--- src/rtl/ptss_pkg.sv ---
`timescale 1ns / 1ps
// ----------------------------------------------------------------------------
// ptss_pkg
// Shared types and codes of the periodic task slice scheduler.
// ----------------------------------------------------------------------------
package ptss_pkg;

   localparam int MAX_TASKS_DEF   = 16;
   localparam int PERIOD_BITS_DEF = 16;
   localparam int ID_BITS         = 4;
   localparam int PERIOD_IN_BITS  = 16;
   localparam int SLICE_BITS      = 16;
   localparam int COUNT_OUT_BITS  = 5;

   // Command kinds
   localparam logic [2:0] KIND_TICK     = 3'd0;
   localparam logic [2:0] KIND_DISPATCH = 3'd1;
   localparam logic [2:0] KIND_ADD      = 3'd2;
   localparam logic [2:0] KIND_REMOVE   = 3'd3;
   localparam logic [2:0] KIND_QUERY    = 3'd4;

   // Status codes
   localparam logic [1:0] STAT_OK       = 2'd0;
   localparam logic [1:0] STAT_NOTFOUND = 2'd1;
   localparam logic [1:0] STAT_DUP      = 2'd2;
   localparam logic [1:0] STAT_FULL     = 2'd3;

   typedef struct packed {
      logic [2:0]                kind;
      logic [ID_BITS-1:0]        task_id;
      logic [PERIOD_IN_BITS-1:0] period;
   } req_type;

   typedef struct packed {
      logic                      dispatched;
      logic [ID_BITS-1:0]        run_id;
      logic                      last;
      logic [1:0]                status;
      logic                      exists;
      logic [SLICE_BITS-1:0]     slice_len;
      logic [COUNT_OUT_BITS-1:0] task_count;
   } rsp_type;

   typedef enum logic [2:0] {
      FSM_IDLE = 3'b001,
      FSM_WALK = 3'b010,
      FSM_FIN  = 3'b100
   } fsm_type;

endpackage

--- src/rtl/ptss_table.sv ---
`timescale 1ns / 1ps
// ----------------------------------------------------------------------------
// ptss_table
// Task table storage: one write port, one read port, registered read data.
// ----------------------------------------------------------------------------
module ptss_table #(
   parameter int DEPTH     = 16,
   parameter int WIDTH     = 37,
   parameter int ADDR_BITS = 4
) (
   input  logic                 clock,
   input  logic                 wr_en,
   input  logic [ADDR_BITS-1:0] wr_addr,
   input  logic [WIDTH-1:0]     wr_data,
   input  logic                 rd_en,
   input  logic [ADDR_BITS-1:0] rd_addr,
   output logic [WIDTH-1:0]     rd_data
);

   logic [WIDTH-1:0] mem_ff [DEPTH];
   logic [WIDTH-1:0] rd_data_ff;

   always_ff @(posedge clock) begin
      if (wr_en) begin
         mem_ff[wr_addr] <= wr_data;
      end
      if (rd_en) begin
         rd_data_ff <= mem_ff[rd_addr];
      end
   end

   assign rd_data = rd_data_ff;

endmodule

--- src/rtl/periodic_task_slice_scheduler_core.sv ---
`timescale 1ns / 1ps
// ----------------------------------------------------------------------------
// periodic_task_slice_scheduler_core
// Ordered table of periodic tasks with tick, dispatch, add, remove and query.
// ----------------------------------------------------------------------------
// Usage: raise start with a command in req_data; the command is taken at the
// edge where start is high and busy is low. Every command walks the task
// table held in one synchronous memory, one entry per cycle, and busy stays
// high from acceptance until the final result of the command appears.
// Results come out on rsp_data, each for exactly one cycle under rsp_strobe,
// and cannot be held off: capture them when they appear. Tick, add, remove,
// query and an empty dispatch give a single result with last set; a dispatch
// gives one result per pending task in insertion order, the final one with
// last set. Results of one command leave before the next command's results.
// ----------------------------------------------------------------------------
module periodic_task_slice_scheduler_core #(
   parameter int MAX_TASKS   = ptss_pkg::MAX_TASKS_DEF,
   parameter int PERIOD_BITS = ptss_pkg::PERIOD_BITS_DEF
) (
   input  logic              clock,
   input  logic              reset,
   input  logic              start,
   output logic              busy,
   input  ptss_pkg::req_type req_data,
   output logic              rsp_strobe,
   output ptss_pkg::rsp_type rsp_data
);

   import ptss_pkg::*;

   localparam int AW = (MAX_TASKS > 1) ? $clog2(MAX_TASKS) : 1;
   localparam int CW = $clog2(MAX_TASKS + 1);
   localparam int PB = PERIOD_BITS;
   // Entry layout: {id, period, countdown, pending}
   localparam int EW = ID_BITS + 2 * PB + 1;

   // Control state
   fsm_type         state_ff, state_in;
   req_type         cmd_ff, cmd_in;
   logic [CW-1:0]   total_ff, total_in;
   logic [CW-1:0]   rd_idx_ff, rd_idx_in;
   logic            rd_vld_ff, rd_vld_in;
   logic [AW-1:0]   proc_idx_ff, proc_idx_in;
   logic            found_ff, found_in;
   logic [PB-1:0]   found_per_ff, found_per_in;
   logic            held_vld_ff, held_vld_in;
   logic [ID_BITS-1:0] held_id_ff, held_id_in;
   logic            rsp_strobe_ff, rsp_strobe_in;
   rsp_type         rsp_ff, rsp_in;

   // Table ports
   logic            wr_en;
   logic [AW-1:0]   wr_addr;
   logic [EW-1:0]   wr_data;
   logic            rd_en;
   logic [AW-1:0]   rd_addr;
   logic [EW-1:0]   rd_data;

   // Fields of the entry under processing
   logic [ID_BITS-1:0] e_id;
   logic [PB-1:0]      e_per;
   logic [PB-1:0]      e_cd;
   logic               e_pend;
   logic [PB-1:0]      cd_dec;
   logic [PB-1:0]      req_per;
   logic [PB-1:0]      add_per;

   assign e_id   = rd_data[EW-1 -: ID_BITS];
   assign e_per  = rd_data[2*PB:PB+1];
   assign e_cd   = rd_data[PB:1];
   assign e_pend = rd_data[0];
   assign cd_dec = e_cd - PB'(1);

   // Keep the low PERIOD_BITS bits of the period, widen if the table is wider
   assign req_per = PB'(req_data.period);
   assign add_per = PB'(cmd_ff.period);

   ptss_table #(
      .DEPTH     (MAX_TASKS),
      .WIDTH     (EW),
      .ADDR_BITS (AW)
   ) u_table (
      .clock   (clock),
      .wr_en   (wr_en),
      .wr_addr (wr_addr),
      .wr_data (wr_data),
      .rd_en   (rd_en),
      .rd_addr (rd_addr),
      .rd_data (rd_data)
   );

   // Issue a read per cycle while the walk has entries left
   assign rd_en   = (state_ff == FSM_WALK) && (rd_idx_ff < total_ff);
   assign rd_addr = rd_idx_ff[AW-1:0];

   always_comb begin
      state_in      = state_ff;
      cmd_in        = cmd_ff;
      total_in      = total_ff;
      rd_idx_in     = rd_idx_ff;
      rd_vld_in     = 1'b0;
      proc_idx_in   = proc_idx_ff;
      found_in      = found_ff;
      found_per_in  = found_per_ff;
      held_vld_in   = held_vld_ff;
      held_id_in    = held_id_ff;
      rsp_strobe_in = 1'b0;
      rsp_in        = rsp_ff;
      wr_en         = 1'b0;
      wr_addr       = proc_idx_ff;
      wr_data       = rd_data;

      case (state_ff)
         FSM_IDLE: begin
            if (start) begin
               cmd_in      = req_data;
               cmd_in.period = PERIOD_IN_BITS'(req_per);
               rd_idx_in   = '0;
               found_in    = 1'b0;
               held_vld_in = 1'b0;
               state_in    = FSM_WALK;
            end
         end

         FSM_WALK: begin
            // Read side: advance through the table
            if (rd_en) begin
               rd_idx_in   = rd_idx_ff + CW'(1);
               rd_vld_in   = 1'b1;
               proc_idx_in = rd_addr;
            end else begin
               state_in = FSM_FIN;
            end

            // Process side: the entry read in the previous cycle
            if (rd_vld_ff) begin
               case (cmd_ff.kind)
                  KIND_TICK: begin
                     if (e_cd != '0) begin
                        wr_en = 1'b1;
                        if (cd_dec == '0) begin
                           wr_data = {e_id, e_per, e_per, 1'b1};
                        end else begin
                           wr_data = {e_id, e_per, cd_dec, e_pend};
                        end
                     end
                  end
                  KIND_DISPATCH: begin
                     if (e_pend) begin
                        wr_en   = 1'b1;
                        wr_data = {e_id, e_per, e_cd, 1'b0};
                        // Hold the newest id back until we know if it is the last
                        if (held_vld_ff) begin
                           rsp_strobe_in     = 1'b1;
                           rsp_in            = '0;
                           rsp_in.dispatched = 1'b1;
                           rsp_in.run_id     = held_id_ff;
                           rsp_in.task_count = COUNT_OUT_BITS'(total_ff);
                        end
                        held_vld_in = 1'b1;
                        held_id_in  = e_id;
                     end
                  end
                  KIND_ADD, KIND_REMOVE, KIND_QUERY: begin
                     if (!found_ff && (e_id == cmd_ff.task_id)) begin
                        found_in     = 1'b1;
                        found_per_in = e_per;
                     end else if (found_ff && (cmd_ff.kind == KIND_REMOVE)) begin
                        // Close the gap: move each later entry down by one
                        wr_en   = 1'b1;
                        wr_addr = proc_idx_ff - AW'(1);
                        wr_data = rd_data;
                     end
                  end
                  default: begin
                  end
               endcase
            end
         end

         FSM_FIN: begin
            state_in          = FSM_IDLE;
            rsp_strobe_in     = 1'b1;
            rsp_in            = '0;
            rsp_in.last       = 1'b1;
            rsp_in.status     = STAT_OK;
            rsp_in.task_count = COUNT_OUT_BITS'(total_ff);
            case (cmd_ff.kind)
               KIND_DISPATCH: begin
                  if (held_vld_ff) begin
                     rsp_in.dispatched = 1'b1;
                     rsp_in.run_id     = held_id_ff;
                  end
               end
               KIND_ADD: begin
                  rsp_in.run_id = cmd_ff.task_id;
                  if (found_ff) begin
                     rsp_in.status = STAT_DUP;
                  end else if (total_ff >= CW'(MAX_TASKS)) begin
                     rsp_in.status = STAT_FULL;
                  end else begin
                     wr_en             = 1'b1;
                     wr_addr           = total_ff[AW-1:0];
                     wr_data           = {cmd_ff.task_id, add_per, add_per, 1'b0};
                     total_in          = total_ff + CW'(1);
                     rsp_in.task_count = COUNT_OUT_BITS'(total_in);
                  end
               end
               KIND_REMOVE: begin
                  rsp_in.run_id = cmd_ff.task_id;
                  if (found_ff) begin
                     total_in          = total_ff - CW'(1);
                     rsp_in.task_count = COUNT_OUT_BITS'(total_in);
                  end else begin
                     rsp_in.status = STAT_NOTFOUND;
                  end
               end
               KIND_QUERY: begin
                  rsp_in.run_id = cmd_ff.task_id;
                  if (found_ff) begin
                     rsp_in.exists    = 1'b1;
                     rsp_in.slice_len = SLICE_BITS'(found_per_ff);
                  end else begin
                     rsp_in.status = STAT_NOTFOUND;
                  end
               end
               default: begin
                  // Tick and unknown kinds: plain acknowledgement
               end
            endcase
         end

         default: begin
            state_in = FSM_IDLE;
         end
      endcase
   end

   always_ff @(posedge clock) begin
      if (reset) begin
         state_ff      <= FSM_IDLE;
         total_ff      <= '0;
         rd_vld_ff     <= 1'b0;
         found_ff      <= 1'b0;
         held_vld_ff   <= 1'b0;
         rsp_strobe_ff <= 1'b0;
      end else begin
         state_ff      <= state_in;
         total_ff      <= total_in;
         rd_vld_ff     <= rd_vld_in;
         found_ff      <= found_in;
         held_vld_ff   <= held_vld_in;
         rsp_strobe_ff <= rsp_strobe_in;
      end
   end

   // Payload registers: no reset
   always_ff @(posedge clock) begin
      cmd_ff       <= cmd_in;
      rd_idx_ff    <= rd_idx_in;
      proc_idx_ff  <= proc_idx_in;
      found_per_ff <= found_per_in;
      held_id_ff   <= held_id_in;
      rsp_ff       <= rsp_in;
   end

   assign busy       = (state_ff != FSM_IDLE);
   assign rsp_strobe = rsp_strobe_ff;
   assign rsp_data   = rsp_ff;

`ifndef SYNTHESIS
   // Walk never writes back the entry it is reading in the same cycle
   a_no_rw_clash: assert property (@(posedge clock) disable iff (reset)
      (wr_en && rd_en) |-> (wr_addr != rd_addr))
      else $error("table read and write hit the same entry");

   // The table never holds more tasks than it has room for
   a_total_bound: assert property (@(posedge clock) disable iff (reset)
      total_ff <= CW'(MAX_TASKS))
      else $error("task count beyond table depth");

   // An accepted command keeps the block busy in the next cycle
   a_accept_busy: assert property (@(posedge clock) disable iff (reset)
      (start && !busy) |=> busy)
      else $error("accepted command did not raise busy");

   // A dispatched result carries no query or error information
   a_dispatch_clean: assert property (@(posedge clock) disable iff (reset)
      (rsp_strobe && rsp_data.dispatched) |->
         ((rsp_data.status == STAT_OK) && !rsp_data.exists))
      else $error("dispatched result with status or query fields set");
`endif

endmodule
--- config.mk ---
export PLATFORM = sky130hd
export DESIGN_NAME = periodic_task_slice_scheduler_core
export DESIGN_NICKNAME = d
export VERILOG_FILES = /design/src/rtl/ptss_pkg.sv /design/src/rtl/ptss_table.sv /design/src/rtl/periodic_task_slice_scheduler_core.sv
export SDC_FILE = /design/constraint.sdc
export NUM_CORES = 1
export LEC_CHECK = 0
export ABC_AREA = 1
export ABC_CLOCK_PERIOD_IN_PS = 4500
export BUFFER_PORTS_ARGS = -buffer_cell sky130_fd_sc_hd__buf_2
export CORE_MARGIN = 3
export CORE_UTILIZATION = 63
export DETAILED_ROUTE_END_ITERATION = 12
export GPL_ROUTABILITY_DRIVEN = 0
export PLACE_DENSITY = 0.8
export RECOVER_POWER = 50
export SETUP_SLACK_MARGIN = 0.5
export SLEW_MARGIN = 40
export SYNTH_ARGS = -nofsm -noshare
export SYNTH_HDL_FRONTEND = slang
export SYNTH_HIERARCHICAL = 1
export SYNTH_SLANG_ARGS = --single-unit
--- constraint.sdc ---
create_clock -name clock -period 4.5 [get_ports clock]
set_input_delay 0.9 -clock clock [delete_from_list [all_inputs] [get_ports clock]]
set_output_delay 0.9 -clock clock [all_outputs]
set_load 0.03 [all_outputs]
==> results.toml <==
[timing]
period_share_pct = 89.4
tns_ns = 0
final-hold-violation-count = 0
whs_ns = 0.459
min_period_ns = 4.02
rsz0062_at_grt = "no"
fmax_ghz = 0.249
slew_violations = 69
tightest_slew_ns = 1.79
relSlewSlack_pct = -20.0
skew_ns = 0.0222
timing.final.setup_violations = 0

[floorplan]
dieWidth_um = 232
die_area_mm2 = 0.0537
coreArea_mm2 = 0.0503
num_io_pins = 58
die_height_um = 232
initial_core_util_pct = 63.8
num_rows = 82

[worst_setup_path]
worstPathRequired_ns = 4.76
cp_max_fo = 33
start_kind = "register"
cp_cell_sequence = "inv_1 > nor3_2 > inv_1 > nand2_1 > inv_1 > a21oi_2 > o221ai_1 > nand3b_1 > nor2_1 > buf_6"
end_kind = "register"
arrival_ns = 4.29
cpPeakStageDelay_ns = 0.46
crit_buf_inv = 4
critPathTopFamily = "simple AND/OR/NAND/NOR gates"
path_common_cell = "inv_1"
crit_slowest_cell = "nor2_1"
critPathKind = "register to register"

[clock_tree]
clkTransAtPathRegs_ns = 0.07
cts_max_level = 3
cts_buffers = 70
root_buffer = "clkbuf_16"
clock_latency_ns = 0.61
cts_tree = "yes"
cts_sinks = 723
cts_buffer_depth = 3
hold_buffers = 0

[synth]
avgSynthCellArea_um2 = 10.3
syn-num-nets = 3163
yosys.area.top_type_share_pct = 66.6
seq_area_frac_synth_pct = 67.3
async_flop_share_pct = 0
synth_area_leader_cell = "edfxtp_1"
synth-edff-count = 711
ys_seq_elements = 723
synth_cells = 3127
synth_common_cells = "nand2_1, edfxtp_1, inv_1"
netlist_top_cells_area = "edfxtp_1, nand2_1, nand3_1"
netlist_area_mm2 = 0.0321
synth_cell_type_count = 40
yosysMostFrequentCell = "nand2_1"
synth_flop_cell = "edfxtp_1"
synth-warning-count = 6

[power]
power_mw = 14.3
p_leak_nw = 14.9
ir_worst_vdd_mv = 0.234
powerDensity_mw_per_mm2 = 401

[run_status]
status = "finished, violations left"
violations = "capacitance limit, slew limit"

[placement]
dp.cells = 3781
port_buffers = 57
dp_hpwl_mm = 48.0

[global_route]
grt_max_degree = 175
first_global_vias = 22391
antenna_found_initial = 2
grt_util_all_layers_pct = 30.2
grt_pass1_wl_mm = 125
grt_overflow_total = 0

[drt]
routed-via-count = 23266
ant_nets = 0
dr.pass1.iters = 6
routed_wirelength_mm = 81.7
dr.first_iter.drc_count = 3763
routed_via_density = 5.89
post_drt_wl_per_cell_um = 20.7
drc = 0

[cells_and_area]
post-route-util_pct = 70.7
fin_cells = 3948
fin_nets = 3258
antenna_cells = 0
layout-drive-gt1-share_pct = 7.20
area_growth_pct = 10.8

[min_path]
worst_hold_path_type = "register to register"

[run]
cap_violations = 2
## path summary, 6_finish.rpt
kind | startpoint | endpoint | slack [ns] | depth (start not counted)
setup / recovery | state_ff[1] | u_table/mem_ff[9][24] | 0.48 | 10
hold / removal | u_table/rd_data[17] | found_per_ff[0] | 0.46 | 0
setup reg to reg | state_ff[1] | u_table/mem_ff[9][24] | 0.48 | 10
hold reg to reg | u_table/rd_data[17] | found_per_ff[0] | 0.46 | 0
## flip-flops by register name, indices dropped and copies added (netlist names)
signal,cells
add_per,16
rsp_data,30
rd_vld_ff,1
found_ff,1
cmd_ff,7
held_vld_ff,1
held_id_ff,4
u_table/rd_data,37
total_ff,5
proc_idx_ff,4
u_table/mem_ff,592
rsp_strobe,1
rd_idx_ff,5
found_per_ff,16
state_ff,3
## power by group
part	switching, mW	total [mW]	internal [mW]
Combinational	0.779	1.04	0.266
Sequential	0.0288	7.42	7.39
Clock	2.50	5.80	3.30
## area by class of cell
type                            count  area, um^2
Clock buffer                       85        1850
Clock inverter                     41         390
Fill cell                        3240       14700
Inverter                          569        2150
Multi-Input combinational cell   1698        7520
Sequential cell                   723       21600
Tap cell                          672         841
Timing Repair Buffer              160        1210
## repair_timing
item                                    in CTS  in global routing
gates resized for setup                      0                  4
endpoints found under the setup margin       0                396
buffers inserted                             0                 39
## cells in the final DEF, fill, tap and decap left out, types with 14 or more instances in the layout
cell       count
inv_1        562
o21ai_0       45
buf_2         23
nor2_1        81
clkinv_1      17
nor2_4        14
edfxtp_1     711
buf_4         51
clkbuf_1      70
a21oi_1       22
nand2_1      955
nand3_1      496
clkbuf_16     72
buf_12        20
## logic make-up (layout without fill, tap and decap cells)
logic type,after synthesis,in the layout,share of synthesized area [%]
adders and majority gates,10,10,0.390
and+or+nand+nor,1584,1584,20.8
DFF,723,723,67.3
xor gates and xnor gates,8,8,0.218
buffers and inverters,706,855,9.49
AOI/OAI and AO/OA,96,96,1.76
## per-layer routing
| layer | GRT usage (%) | up-vias | share of wire, % |
|---|---|---|---|
| li1 | - | 10353 | - |
| met1 | 40.4 | 10883 | 36 |
| met2 | 47.6 | 1713 | 46 |
| met3 | 7.28 | 317 | 13 |
| met4 | 13.4 | 0 | 4.2 |
| met5 | 0 | - | 0 |
## per-stage QoR
stage	instance area [um^2]	setup slack, ns
finish	35600	0.479
global route	35600	0.264
CTS	35300	0.574
detailed placement	33100	0.586
global placement	33100	0.812
floorplan	32100	0.544
Note: power is estimated with default switching activity, not from simulation.
